### config.mk
export PLATFORM = sky130hd
export DESIGN_NAME = kc3n_queue
export DESIGN_NICKNAME = d
export VERILOG_FILES = /design/src/hw/rtl/assert_macros.svh /design/src/hw/rtl/kc3n_pkg.sv /design/src/hw/rtl/kc3n_queue.sv
export SDC_FILE = /design/constraint.sdc
export NUM_CORES = 1
export LEC_CHECK = 0
export BUFFER_PORTS_ARGS = -buffer_cell sky130_fd_sc_hd__buf_2
export CAP_MARGIN = 30
export CORE_MARGIN = 2
export CORE_UTILIZATION = 35
export DETAILED_ROUTE_END_ITERATION = 12
export PLACE_DENSITY = 0.6
export SLEW_MARGIN = 20
export SYNTH_ARGS = -nofsm -noshare
export SYNTH_HDL_FRONTEND = slang
export SYNTH_SLANG_ARGS = --single-unit
### constraint.sdc
create_clock -name clk -period 4.81 [get_ports clk]
set_input_delay 0.7215 -clock clk [delete_from_list [all_inputs] [get_ports clk]]
set_output_delay 0.7215 -clock clk [all_outputs]
set_load 0.03 [all_outputs]
### src/hw/rtl/assert_macros.svh
// Assertion helpers; expect clk and arst_n in scope.
`ifndef ASSERT_MACROS_SVH
`define ASSERT_MACROS_SVH

`define KC_ASSERT_SAME(lbl, ante, cons) \
	lbl: assert property (@(posedge clk) disable iff (!arst_n) (ante) |-> (cons)) \
		else $error("check failed");

`define KC_ASSERT_NEXT(lbl, ante, cons) \
	lbl: assert property (@(posedge clk) disable iff (!arst_n) (ante) |=> (cons)) \
		else $error("check failed");

`endif

### src/hw/rtl/kc3n_pkg.sv
package kc3n_pkg;

	localparam int MAX_WIDTH  = 1024;
	localparam int MAX_HEIGHT = 1024;
	localparam int COEF_BITS  = 8;

	localparam int DIM_W  = 11;
	localparam int AW     = $clog2(MAX_WIDTH);
	localparam int PIX_W  = 8;
	localparam int OUT_W  = 20;
	localparam int SUM_W  = PIX_W + COEF_BITS + 4;
	localparam int TOT_W  = COEF_BITS + 4;
	localparam int EXT_W  = (SUM_W > OUT_W) ? SUM_W : OUT_W;
	localparam int DCNT_W = $clog2(SUM_W);
	localparam int CREG_W = 3 * COEF_BITS;

	localparam logic [2:0] REG_COEF_M = 3'd0;
	localparam logic [2:0] REG_COEF_Z = 3'd1;
	localparam logic [2:0] REG_COEF_P = 3'd2;
	localparam logic [2:0] REG_WIDTH  = 3'd3;
	localparam logic [2:0] REG_HEIGHT = 3'd4;

	typedef struct packed {
		logic [PIX_W-1:0] pixel;
		logic             is_padding;
	} pix_t;

	typedef struct packed {
		logic signed [OUT_W-1:0] filtered_value;
		logic                    was_divided;
		logic                    end_of_frame;
	} res_t;

	typedef struct packed {
		logic [2:0][2:0][COEF_BITS-1:0] coef;
		logic [DIM_W-1:0]               width;
		logic [DIM_W-1:0]               height;
	} cfg_t;

	typedef struct packed {
		logic [8:0][PIX_W-1:0] pix;
		logic [8:0]            mask;
		logic                  eof;
	} job_t;

	typedef enum logic {F_IDLE, F_UPD} front_state_t;

	typedef enum logic [2:0] {B_IDLE, B_MAC, B_PREP, B_DIV, B_FIN, B_OUT} back_state_t;

	function automatic logic [DIM_W-1:0] clamp_dim(input logic [DIM_W-1:0] v,
			input logic [DIM_W-1:0] maxv);
		logic [DIM_W-1:0] r;
		if (v == '0)
			r = DIM_W'(1);
		else if (v > maxv)
			r = maxv;
		else
			r = v;
		return r;
	endfunction

	function automatic logic signed [OUT_W-1:0] saturate(input logic signed [SUM_W-1:0] v);
		logic signed [EXT_W-1:0] ve;
		logic signed [EXT_W-1:0] vmax;
		logic signed [EXT_W-1:0] vmin;
		logic signed [OUT_W-1:0] r;
		ve   = EXT_W'(v);
		vmax = EXT_W'({1'b0, {(OUT_W-1){1'b1}}});
		vmin = EXT_W'({1'b1, {(OUT_W-1){1'b0}}});
		if (ve > vmax)
			r = {1'b0, {(OUT_W-1){1'b1}}};
		else if (ve < vmin)
			r = {1'b1, {(OUT_W-1){1'b0}}};
		else
			r = ve[OUT_W-1:0];
		return r;
	endfunction

endpackage

### src/hw/rtl/kc3n_queue.sv
module kc3n_queue (
	input  logic           clk,
	input  logic           arst_n,
	input  logic           push,
	input  kc3n_pkg::job_t wr_data,
	input  logic           pop,
	output kc3n_pkg::job_t rd_data,
	output logic           full,
	output logic           empty
);

	kc3n_pkg::job_t mem_q [2];
	logic wr_ptr_q, rd_ptr_q;
	logic [1:0] cnt_q;

	assign full    = cnt_q == 2'd2;
	assign empty   = cnt_q == 2'd0;
	assign rd_data = mem_q[rd_ptr_q];

	always_ff @(posedge clk) begin
		if (push)
			mem_q[wr_ptr_q] <= wr_data;
	end

	always_ff @(posedge clk or negedge arst_n) begin
		if (!arst_n) begin
			wr_ptr_q <= 1'b0;
			rd_ptr_q <= 1'b0;
			cnt_q    <= '0;
		end else begin
			if (push)
				wr_ptr_q <= !wr_ptr_q;
			if (pop)
				rd_ptr_q <= !rd_ptr_q;
			if (push && !pop)
				cnt_q <= cnt_q + 1'b1;
			else if (pop && !push)
				cnt_q <= cnt_q - 1'b1;
		end
	end

endmodule

==> reports/qor.txt <==
Outcome: finished clean
Clock input transition at the sequential cells of the worst setup and hold paths: 0.06 ns
Number of buffers inserted to repair setup after CTS: 0
Hold buffer count at CTS: 0
Number of enable-type register cells in the synthesized netlist: 164
CP Data Arrival Time: 2.29 ns
Data required time of the worst path: 4.09 ns
Leading cell types by count after synthesis: sky130_fd_sc_hd__edfxtp_1 (164), sky130_fd_sc_hd__mux2_4 (70), sky130_fd_sc_hd__mux2_2 (12)
Pwr Density: 643.5 nW/um^2
Initial antenna violation count: 3
Leading post-synthesis cells by cell area: sky130_fd_sc_hd__edfxtp_1 (76%), sky130_fd_sc_hd__mux2_4 (16%), sky130_fd_sc_hd__buf_12 (2.2%)
Reg2reg start: wr_ptr_q$_DFFE_PN0P_
Area delta synth->final: 24.99%
Max Buffers Root-to-Sink: 2
Max-cap violations: 0
Number of vias in the routed layout: 3099
Most frequently used flop master after synthesis: sky130_fd_sc_hd__edfxtp_1
DRC violations left: 0
Fin. Hold Viols: 0
Maximum vdd ir drop: 332.1 uV
Synth area leader: sky130_fd_sc_hd__edfxtp_1
Routability Congestion: 0.6999
Die Height: 139.8 um
Maximum achievable frequency: 331.9 MHz
Core Area: 18020 um^2
Number of flip-flops and latches in the synthesized netlist: 168
H-Tree Depth: 4
Horizontal die dimension: 139.8 um
Starting density of the core: 0.3580
Starting DRC count in detailed routing: 112
1st-pass router iterations: 6
Setup TNS after final layout: 0 ns
Register cell area after layout: 5029 um^2
Sequential cell area fraction in the yosys report: 0.7786
Vias per inst: 4.446
Unrepaired setup endpoints after global routing: no
Highest-delay cell along the critical path: sky130_fd_sc_hd__dfrtp_4
Fillers: 1588
Post-synthesis async set-or-reset flop share: 0.02381
Detailed Route WL: 11180 um
Resized cells post-CTS: 0
Worst setup slack for register-to-register paths: 2.88 ns
Maximum cell stage delay along the critical path: 0.88 ns
Number of placement rows: 49
Portion of synthesized cell area occupied by the leading cell type: 0.7631
Most frequent cell after synthesis: sky130_fd_sc_hd__edfxtp_1
Post-Synthesis Cells: 271
Worst-path fanout max: 42
Final Max Tran Viols: 0
Wire length per cell after detailed routing: 16.04 um
Number of input and output port buffers inserted: 169
Proportion of layout cells with a drive suffix above 1: 0.6073
Number of warnings printed during yosys synthesis: 0
Area of the mapped netlist: 6454 um^2
Share of the clock period used by the worst path after layout: 0.6264
Post-Place Cell Area: 7498 um^2
CP cell instances: buf_12 -> mux2_4 -> buf_2
Final #Nets: 541
Global router's overall resource usage: 0.1161
TritonCTS buffer count: 17
Final number of setup-violating endpoints: 0
Sinks on the clock net: 168
Lkg Pwr: 0.003223 uW
Type of element capturing the critical path: output pin
Launching element type of the critical path: flip-flop
Final setup skew: 0.006215 ns
Die Area: 19540 um^2
Worst skew pair latency: 0.41 ns
Slew of the pin with the lowest slew margin: 0.7344 ns
Critical path class: flip-flop to output pin
Pin count of the biggest net entering global routing: 69
Vias in the first global route: 3373
Antenna-violating nets left: 0
Cell type group with the largest total delay on the critical path: flip-flops
Synthesized area divided by synthesized cell count: 23.81 um^2
Worst hold path type: input pin to async pin
Total nets after synthesis: 358
R2r worst-path depth: 3
Final design area excluding fillers: 8066 um^2
Unique cell type count in the Yosys netlist: 14
Destination of the worst register-to-register timing path: mem_q[0][8]$_DFFE_PP_
Combined buffer and inverter count along the critical path: 2
Number of placed I/O pins: 170
Area occupied by multi-input gates: 1279 um^2
Remaining global-route overflow: 0
TritonCTS clock tree: done
DP Wirelength: 7547 um
Clock Root Buffer: sky130_fd_sc_hd__clkbuf_16
First-pass GRT wire length: 17270 um
Relative slew slack: 0.5104
Post-layout minimum cycle time: 3.013 ns
==> stage by stage <==
step	setup slack (ns)	utilization	hold WS, ns	cells	power, uW
4_1_cts	1.747	0.4461	0.08460	694	5277
6_report	1.797	0.4475	0.1063	697	5191
3_3_place_gp	2.218	0.4145	0.4710	662	3960
2_1_floorplan	1.509	-	0.4259	271	3638
3_5_place_dp	2.201	0.4160	0.4795	663	4002
5_1_grt	1.670	0.4474	0.08210	696	5439
==> metal layers <==
metal	up-vias	GRT usage	part of all wire
li1	1442	-	-
met1	1507	0.1227	0.39
met2	124	0.1949	0.50
met3	22	0.06366	0.093
met4	4	0.04368	0.020
met5	-	0	0.0027
==> state kept, by name (all words and copies together), names as in the netlist <==
name / flops
mem_q: 164
rd_ptr_q: 1
cnt_q: 2
wr_ptr_q: 1
==> power breakdown <==
| group | leakage, uW | switching (uW) | internal (uW) |
|---|---|---|---|
| logic | 0.00138 | 1080 | 749 |
| registers | 0.00158 | 160 | 1940 |
| clock network | 0.000262 | 507 | 749 |
==> layout make-up <==
| cell class | instances | share of cell area |
|---|---|---|
| clock buffer | 19 | 0.05367 |
| multi-input combinational | 93 | 0.1585 |
| inverter | 1 | 0.0004653 |
| timing repair buffer | 173 | 0.1142 |
| antenna | 2 | 0.0006204 |
| tap | 229 | 0.03552 |
| sequential | 168 | 0.6234 |
| clock inverter | 12 | 0.01365 |
==> layout by cell type, fill, tap and decap left out, types with 3 or more instances in the layout <==
cell	n
sky130_fd_sc_hd__buf_2	169
sky130_fd_sc_hd__clkinv_1	4
sky130_fd_sc_hd__xor2_1	4
sky130_fd_sc_hd__dfrtp_1	3
sky130_fd_sc_hd__mux2_4	70
sky130_fd_sc_hd__clkbuf_16	17
sky130_fd_sc_hd__mux2_2	12
sky130_fd_sc_hd__clkinv_2	4
sky130_fd_sc_hd__edfxtp_1	164
==> cells by family (layout without fill, tap and decap cells) <==
family,after synthesis,count (layout),synth area share
xor gates and xnor gates,5,5,0.006785
adders and majority gates,1,1,0.001938
buffers and inverters,10,205,0.02481
DFF,168,168,0.7786
muxes,82,82,0.1838
other,0,2,0
and+or+nand+nor,5,5,0.004072
==> how the worst max path moves through the flow <==
stage                               startpoint               endpoint  slack (ns)  depth (start not counted)
final                     rd_ptr_q$_DFFE_PN0P_            rd_data[75]        1.80                          3
after global routing      rd_ptr_q$_DFFE_PN0P_            rd_data[33]        1.67                          3
after CTS                 rd_ptr_q$_DFFE_PN0P_            rd_data[75]        1.75                          3
after detailed placement  rd_ptr_q$_DFFE_PN0P_            rd_data[75]        2.20                          3
after global placement    rd_ptr_q$_DFFE_PN0P_            rd_data[75]        2.22                          3
after floorplan                           push  mem_q[0][0]$_DFFE_PP_        1.51                          1
(Power assumes the default switching activity.)
