$ cat config.mk
export PLATFORM = sky130hd
export DESIGN_NAME = kc3n_back
export DESIGN_NICKNAME = d
export VERILOG_FILES = /design/src/hw/rtl/assert_macros.svh /design/src/hw/rtl/kc3n_pkg.sv /design/src/hw/rtl/kc3n_back.sv
export SDC_FILE = /design/constraint.sdc
export NUM_CORES = 1
export LEC_CHECK = 0
export BUFFER_PORTS_ARGS = -buffer_cell sky130_fd_sc_hd__buf_4
export CAP_MARGIN = 10
export CORE_UTILIZATION = 60
export DETAILED_ROUTE_END_ITERATION = 10
export PLACE_DENSITY = 0.83
export SLEW_MARGIN = 20
export SYNTH_ARGS = -nofsm -noshare
export SYNTH_HDL_FRONTEND = slang
export SYNTH_SLANG_ARGS = --single-unit
$ cat constraint.sdc
create_clock -name clk -period 15.3 [get_ports clk]
set_input_delay 0.765 -clock clk [delete_from_list [all_inputs] [get_ports clk]]
set_output_delay 0.765 -clock clk [all_outputs]
set_load 0.02 [all_outputs]
$ cat src/hw/rtl/assert_macros.svh
// Assertion helpers; expect clk and arst_n in scope.
`ifndef ASSERT_MACROS_SVH
`define ASSERT_MACROS_SVH

`define KC_ASSERT_SAME(lbl, ante, cons) \
	lbl: assert property (@(posedge clk) disable iff (!arst_n) (ante) |-> (cons)) \
		else $error("check failed");

`define KC_ASSERT_NEXT(lbl, ante, cons) \
	lbl: assert property (@(posedge clk) disable iff (!arst_n) (ante) |=> (cons)) \
		else $error("check failed");

`endif

$ cat src/hw/rtl/kc3n_pkg.sv
package kc3n_pkg;

	localparam int MAX_WIDTH  = 1024;
	localparam int MAX_HEIGHT = 1024;
	localparam int COEF_BITS  = 8;

	localparam int DIM_W  = 11;
	localparam int AW     = $clog2(MAX_WIDTH);
	localparam int PIX_W  = 8;
	localparam int OUT_W  = 20;
	localparam int SUM_W  = PIX_W + COEF_BITS + 4;
	localparam int TOT_W  = COEF_BITS + 4;
	localparam int EXT_W  = (SUM_W > OUT_W) ? SUM_W : OUT_W;
	localparam int DCNT_W = $clog2(SUM_W);
	localparam int CREG_W = 3 * COEF_BITS;

	localparam logic [2:0] REG_COEF_M = 3'd0;
	localparam logic [2:0] REG_COEF_Z = 3'd1;
	localparam logic [2:0] REG_COEF_P = 3'd2;
	localparam logic [2:0] REG_WIDTH  = 3'd3;
	localparam logic [2:0] REG_HEIGHT = 3'd4;

	typedef struct packed {
		logic [PIX_W-1:0] pixel;
		logic             is_padding;
	} pix_t;

	typedef struct packed {
		logic signed [OUT_W-1:0] filtered_value;
		logic                    was_divided;
		logic                    end_of_frame;
	} res_t;

	typedef struct packed {
		logic [2:0][2:0][COEF_BITS-1:0] coef;
		logic [DIM_W-1:0]               width;
		logic [DIM_W-1:0]               height;
	} cfg_t;

	typedef struct packed {
		logic [8:0][PIX_W-1:0] pix;
		logic [8:0]            mask;
		logic                  eof;
	} job_t;

	typedef enum logic {F_IDLE, F_UPD} front_state_t;

	typedef enum logic [2:0] {B_IDLE, B_MAC, B_PREP, B_DIV, B_FIN, B_OUT} back_state_t;

	function automatic logic [DIM_W-1:0] clamp_dim(input logic [DIM_W-1:0] v,
			input logic [DIM_W-1:0] maxv);
		logic [DIM_W-1:0] r;
		if (v == '0)
			r = DIM_W'(1);
		else if (v > maxv)
			r = maxv;
		else
			r = v;
		return r;
	endfunction

	function automatic logic signed [OUT_W-1:0] saturate(input logic signed [SUM_W-1:0] v);
		logic signed [EXT_W-1:0] ve;
		logic signed [EXT_W-1:0] vmax;
		logic signed [EXT_W-1:0] vmin;
		logic signed [OUT_W-1:0] r;
		ve   = EXT_W'(v);
		vmax = EXT_W'({1'b0, {(OUT_W-1){1'b1}}});
		vmin = EXT_W'({1'b1, {(OUT_W-1){1'b0}}});
		if (ve > vmax)
			r = {1'b0, {(OUT_W-1){1'b1}}};
		else if (ve < vmin)
			r = {1'b1, {(OUT_W-1){1'b0}}};
		else
			r = ve[OUT_W-1:0];
		return r;
	endfunction

endpackage

$ cat src/hw/rtl/kc3n_back.sv
module kc3n_back (
	input  logic           clk,
	input  logic           arst_n,
	input  kc3n_pkg::cfg_t cfg,
	input  logic           q_empty,
	input  kc3n_pkg::job_t job,
	output logic           pop,
	output logic           res_valid,
	input  logic           res_ready,
	output kc3n_pkg::res_t res_data
);

	kc3n_pkg::back_state_t state_q, state_d;

	logic [8:0][kc3n_pkg::PIX_W-1:0] pix_q;
	logic [8:0] mask_q;
	logic eof_q, neg_q;
	logic [1:0] col_q, row_q;
	logic signed [kc3n_pkg::SUM_W-1:0] sum_q, prod, quo_s;
	logic signed [kc3n_pkg::TOT_W-1:0] tot_q;
	logic signed [kc3n_pkg::COEF_BITS-1:0] coef;
	logic [kc3n_pkg::SUM_W-1:0] quo_q, quo_n;
	logic [kc3n_pkg::TOT_W-1:0] div_q;
	logic [kc3n_pkg::TOT_W:0] rem_q, rem_sh, rem_n;
	logic [kc3n_pkg::DCNT_W-1:0] dcnt_q;
	logic ge, mac_last, div_last;
	kc3n_pkg::res_t res_q;

	assign coef     = cfg.coef[col_q][row_q];
	assign prod     = $signed({1'b0, pix_q[0]}) * coef;
	assign mac_last = col_q == 2'd2 && row_q == 2'd2;
	assign div_last = dcnt_q == kc3n_pkg::DCNT_W'(kc3n_pkg::SUM_W - 1);

	assign rem_sh = {rem_q[kc3n_pkg::TOT_W-1:0], quo_q[kc3n_pkg::SUM_W-1]};
	assign ge     = rem_sh >= {1'b0, div_q};
	assign rem_n  = ge ? rem_sh - {1'b0, div_q} : rem_sh;
	assign quo_n  = {quo_q[kc3n_pkg::SUM_W-2:0], ge};
	assign quo_s  = neg_q ? -$signed(quo_q) : $signed(quo_q);

	always_ff @(posedge clk or negedge arst_n) begin
		if (!arst_n) begin
			state_q <= kc3n_pkg::B_IDLE;
		end else begin
			state_q <= state_d;
		end
	end

	always_comb begin
		state_d   = state_q;
		pop       = 1'b0;
		res_valid = 1'b0;
		unique case (state_q)
			kc3n_pkg::B_IDLE: begin
				if (!q_empty) begin
					pop     = 1'b1;
					state_d = kc3n_pkg::B_MAC;
				end
			end
			kc3n_pkg::B_MAC: begin
				if (mac_last)
					state_d = kc3n_pkg::B_PREP;
			end
			kc3n_pkg::B_PREP: begin
				state_d = (tot_q == '0) ? kc3n_pkg::B_OUT : kc3n_pkg::B_DIV;
			end
			kc3n_pkg::B_DIV: begin
				if (div_last)
					state_d = kc3n_pkg::B_FIN;
			end
			kc3n_pkg::B_FIN: state_d = kc3n_pkg::B_OUT;
			kc3n_pkg::B_OUT: begin
				res_valid = 1'b1;
				if (res_ready)
					state_d = kc3n_pkg::B_IDLE;
			end
			default: state_d = kc3n_pkg::B_IDLE;
		endcase
	end

	always_ff @(posedge clk) begin
		case (state_q)
			kc3n_pkg::B_IDLE: begin
				pix_q  <= job.pix;
				mask_q <= job.mask;
				eof_q  <= job.eof;
				col_q  <= '0;
				row_q  <= '0;
				sum_q  <= '0;
				tot_q  <= '0;
			end
			kc3n_pkg::B_MAC: begin
				if (mask_q[0]) begin
					sum_q <= sum_q + prod;
					tot_q <= tot_q + kc3n_pkg::TOT_W'(coef);
				end
				pix_q  <= {kc3n_pkg::PIX_W'(0), pix_q[8:1]};
				mask_q <= {1'b0, mask_q[8:1]};
				if (row_q == 2'd2) begin
					row_q <= '0;
					col_q <= col_q + 1'b1;
				end else begin
					row_q <= row_q + 1'b1;
				end
			end
			kc3n_pkg::B_PREP: begin
				quo_q  <= sum_q[kc3n_pkg::SUM_W-1] ? kc3n_pkg::SUM_W'(-sum_q) : sum_q;
				div_q  <= tot_q[kc3n_pkg::TOT_W-1] ? kc3n_pkg::TOT_W'(-tot_q) : tot_q;
				neg_q  <= sum_q[kc3n_pkg::SUM_W-1] ^ tot_q[kc3n_pkg::TOT_W-1];
				rem_q  <= '0;
				dcnt_q <= '0;
				res_q.filtered_value <= kc3n_pkg::saturate(sum_q);
				res_q.was_divided    <= 1'b0;
				res_q.end_of_frame   <= eof_q;
			end
			kc3n_pkg::B_DIV: begin
				quo_q  <= quo_n;
				rem_q  <= rem_n;
				dcnt_q <= dcnt_q + 1'b1;
			end
			kc3n_pkg::B_FIN: begin
				res_q.filtered_value <= kc3n_pkg::saturate(quo_s);
				res_q.was_divided    <= 1'b1;
			end
			default: begin
			end
		endcase
	end

	assign res_data = res_q;

endmodule

==> reports/results.txt <==
Status - finished clean
HP Class - in2async
Die height - 151.7 um
Yosys warnings - 0
Max-cap violation count - 0
Core ar. - 21890 um^2
Total gr overflow - 0
Starting Density - 61.41%
Final setup TNS - 0 ps
H-tree depth - 4
Top Ports - 204
Routability Congestion - 0.8915
First DRT Iteration DRCs - 751
Critical Path RT - 15440 ps
Max-slew violations - 0
DPL Wire Length - 23440 um
Total GRT Usage - 28.68%
CP cell instances - inv_1 -> nor2_2 -> a22oi_1 -> o22ai_1 -> nand2_1 -> fa_1 -> fa_1 -> inv_1 -> fa_1 -> fa_1 -> fa_1 -> ha_1 -> o21ai_0 -> o211ai_1 -> nand4_1 -> o211ai_1 -> nand3_1 -> nor3b_1
Cell taking the most area after synthesis - edfxtp_1
Post-synthesis sequential area ratio - 43.00%
Placed cell area - 15010 um^2
Hold_buf cts - 0
Input/output buffers - 181
CP max FO - 14
Initial antenna violation count - 0
Routed Antenna Nets - 0
Most frequent cells in the layout - 307 x nand2_1, 190 x edfxtp_1, 190 x buf_4, 106 x inv_1
Reg2reg start - col_q[0]
Number of global-route vias before repair - 10260
Most common cell after layout, fill and taps aside - nand2_1
Syn-to-layout area delta - 15.73%
Cell Area, Synth - 13440 um^2
Number of setup violations in the final report - 0
WL per Instance - 17.38 um
Post-Synthesis Net Count - 1680
First-pass iteration count of the detailed router - 5
Fmax - 133.6 MHz
Crit Path Class - reg2reg
Synthesized area per cell - 9.906 um^2
Post-CTS sizing - 0
Post-CTS Setup Repair Bufs - 0
Worst-Margin Slew - 1097 ps
Share of the synthesized area in the top cell type - 42.44%
Bufs on Longest Clock Path - 2
Post-synthesis cell type count - 66
Die X - 151.7 um
Tcrit/Tclk final - 48.94%
CP max stage cell - o22ai_1
Drt drc - 0
Clock Tree Root - clkbuf_16
Post-synth EDFFs - 190
Nets@finish - 1833
Reg2Reg Setup Slack - 7810 ps
Arrival @ worst endpoint - 7620 ps
Asr flop ratio synth - 1.554%
Final hold violations - 0
Skew final - 11.19 ps
Clk_lat worst skew - 430 ps
Reg2reg end - sum_q[19]
ANT cells - 0
Worst slew margin - 26.86%
Vias post-DR - 10420
Fin area - 15560 um^2
CTS tree - built
Critical Path Start Type - flip-flop
Pin count of the biggest net entering global routing - 109
CTS Sinks - 193
Clk pin slew, worst setup/hold paths - 70 ps
Ys flop type - edfxtp_1
Clock buffer count from CTS - 17
RSZ-0062 raised after global routing - false
Synth top area cells - edfxtp_1 42%, nand2_1 8.6%, ha_1 8.3%
Die area - 23010 um^2
Total Wirelength - 31320 um
Worst Slack Setup Final - 7813 ps
Worst path buffer plus inverter count - 2
Dpl ws - 7837 ps
Delay-heaviest family, CP - adder cells
Reg2Reg Depth - 18
Crit path largest cell delay - 760 ps
Share of cells above drive strength 1 - 17.21%
Mapped Cells - 1357
Vias per cell - 5.781
Fillers - 1593
Most frequent CP cell - fa_1
Tmin final - 7487 ps
Crit. End Element - flip-flop
FF+latch count, synth - 193
Num rows - 54
Global-route wire length before repair - 50290 um
==> synthesized netlist by cell type, types with 8 or more instances <==
master	count
a211oi_1	8
xnor2_1	37
xor2_1	29
o21a_1	11
mux4_2	8
nand2b_1	10
and3_1	12
clkbuf_1	41
inv_1	106
fa_1	54
a22oi_1	9
nand3_1	19
or3_1	12
nor2_1	90
edfxtp_1	190
nor2b_1	10
nand2_1	308
o21ai_0	44
o31ai_1	11
ha_1	89
nor3_1	25
buf_2	10
a21o_1	8
mux2_2	11
mux2i_1	14
and2_1	43
a21oi_1	66
==> worst max path at each step <==
| stage | cells after the start | end | start | slack (ps) |
|---|---|---|---|---|
| global route | 18 | sum_q[19] | col_q[0] | 7440 |
| finish | 18 | sum_q[19] | col_q[0] | 7810 |
| floorplan | 4 | sum_q[0] | state_q[2] | 9180 |
| CTS | 18 | sum_q[19] | col_q[0] | 7790 |
| detailed placement | 18 | sum_q[19] | col_q[0] | 7840 |
| global placement | 18 | sum_q[16] | col_q[0] | 8050 |
==> area by class of cell <==
cell class,instances,area (um^2),area share [%]
inverters,106,397.9,2.558
repair buffers,190,1426,9.168
well taps,280,350.3,2.252
clock buffers,20,436.7,2.807
clock inverters,11,108.9,0.6997
flip-flops and latches,193,5781,37.16
multi-input cells,1002,7057,45.36
==> stage by stage <==
step           util [%]  hold WS, ps  instances
6_report          71.07        99.83       1802
5_1_grt           71.07        89.52       1802
4_1_cts           71.07        88.38       1802
3_5_place_dp      68.58        418.4       1771
3_3_place_gp      68.58        430.2       1771
2_1_floorplan         -        400.3       1357
==> routing by layer <==
metal | up-vias | track usage [%] | share of wire, %
met5 | - | 0 | 0
met4 | 0 | 12.08 | 3.2
met3 | 70 | 4.880 | 7.7
met2 | 464 | 49.70 | 50
met1 | 4902 | 35.32 | 40
li1 | 4982 | - | -
==> flip-flops by register name, summed over array words and instances, names as in the netlist <==
name	count
col_q	2
dcnt_q	5
div_q	12
eof_q	1
mask_q	9
neg_q	1
pix_q	72
quo_q	20
rem_q	12
res_data	22
row_q	2
state_q	3
sum_q	20
tot_q	12
==> cells by family after synthesis <==
kind of cell | count (synthesis) | share of synthesized area (%)
DFF | 193 | 43.00
xor gates and xnor gates | 66 | 4.300
adders and majority gates | 143 | 16.33
and+or+nand+nor | 560 | 18.77
buffers and inverters | 162 | 4.672
AOI/OAI and AO/OA | 200 | 9.624
muxes | 33 | 3.304
Power is left out: the tool's default activity adds up to more than one toggle a clock period on the data nets, which glitch-free logic cannot reach.
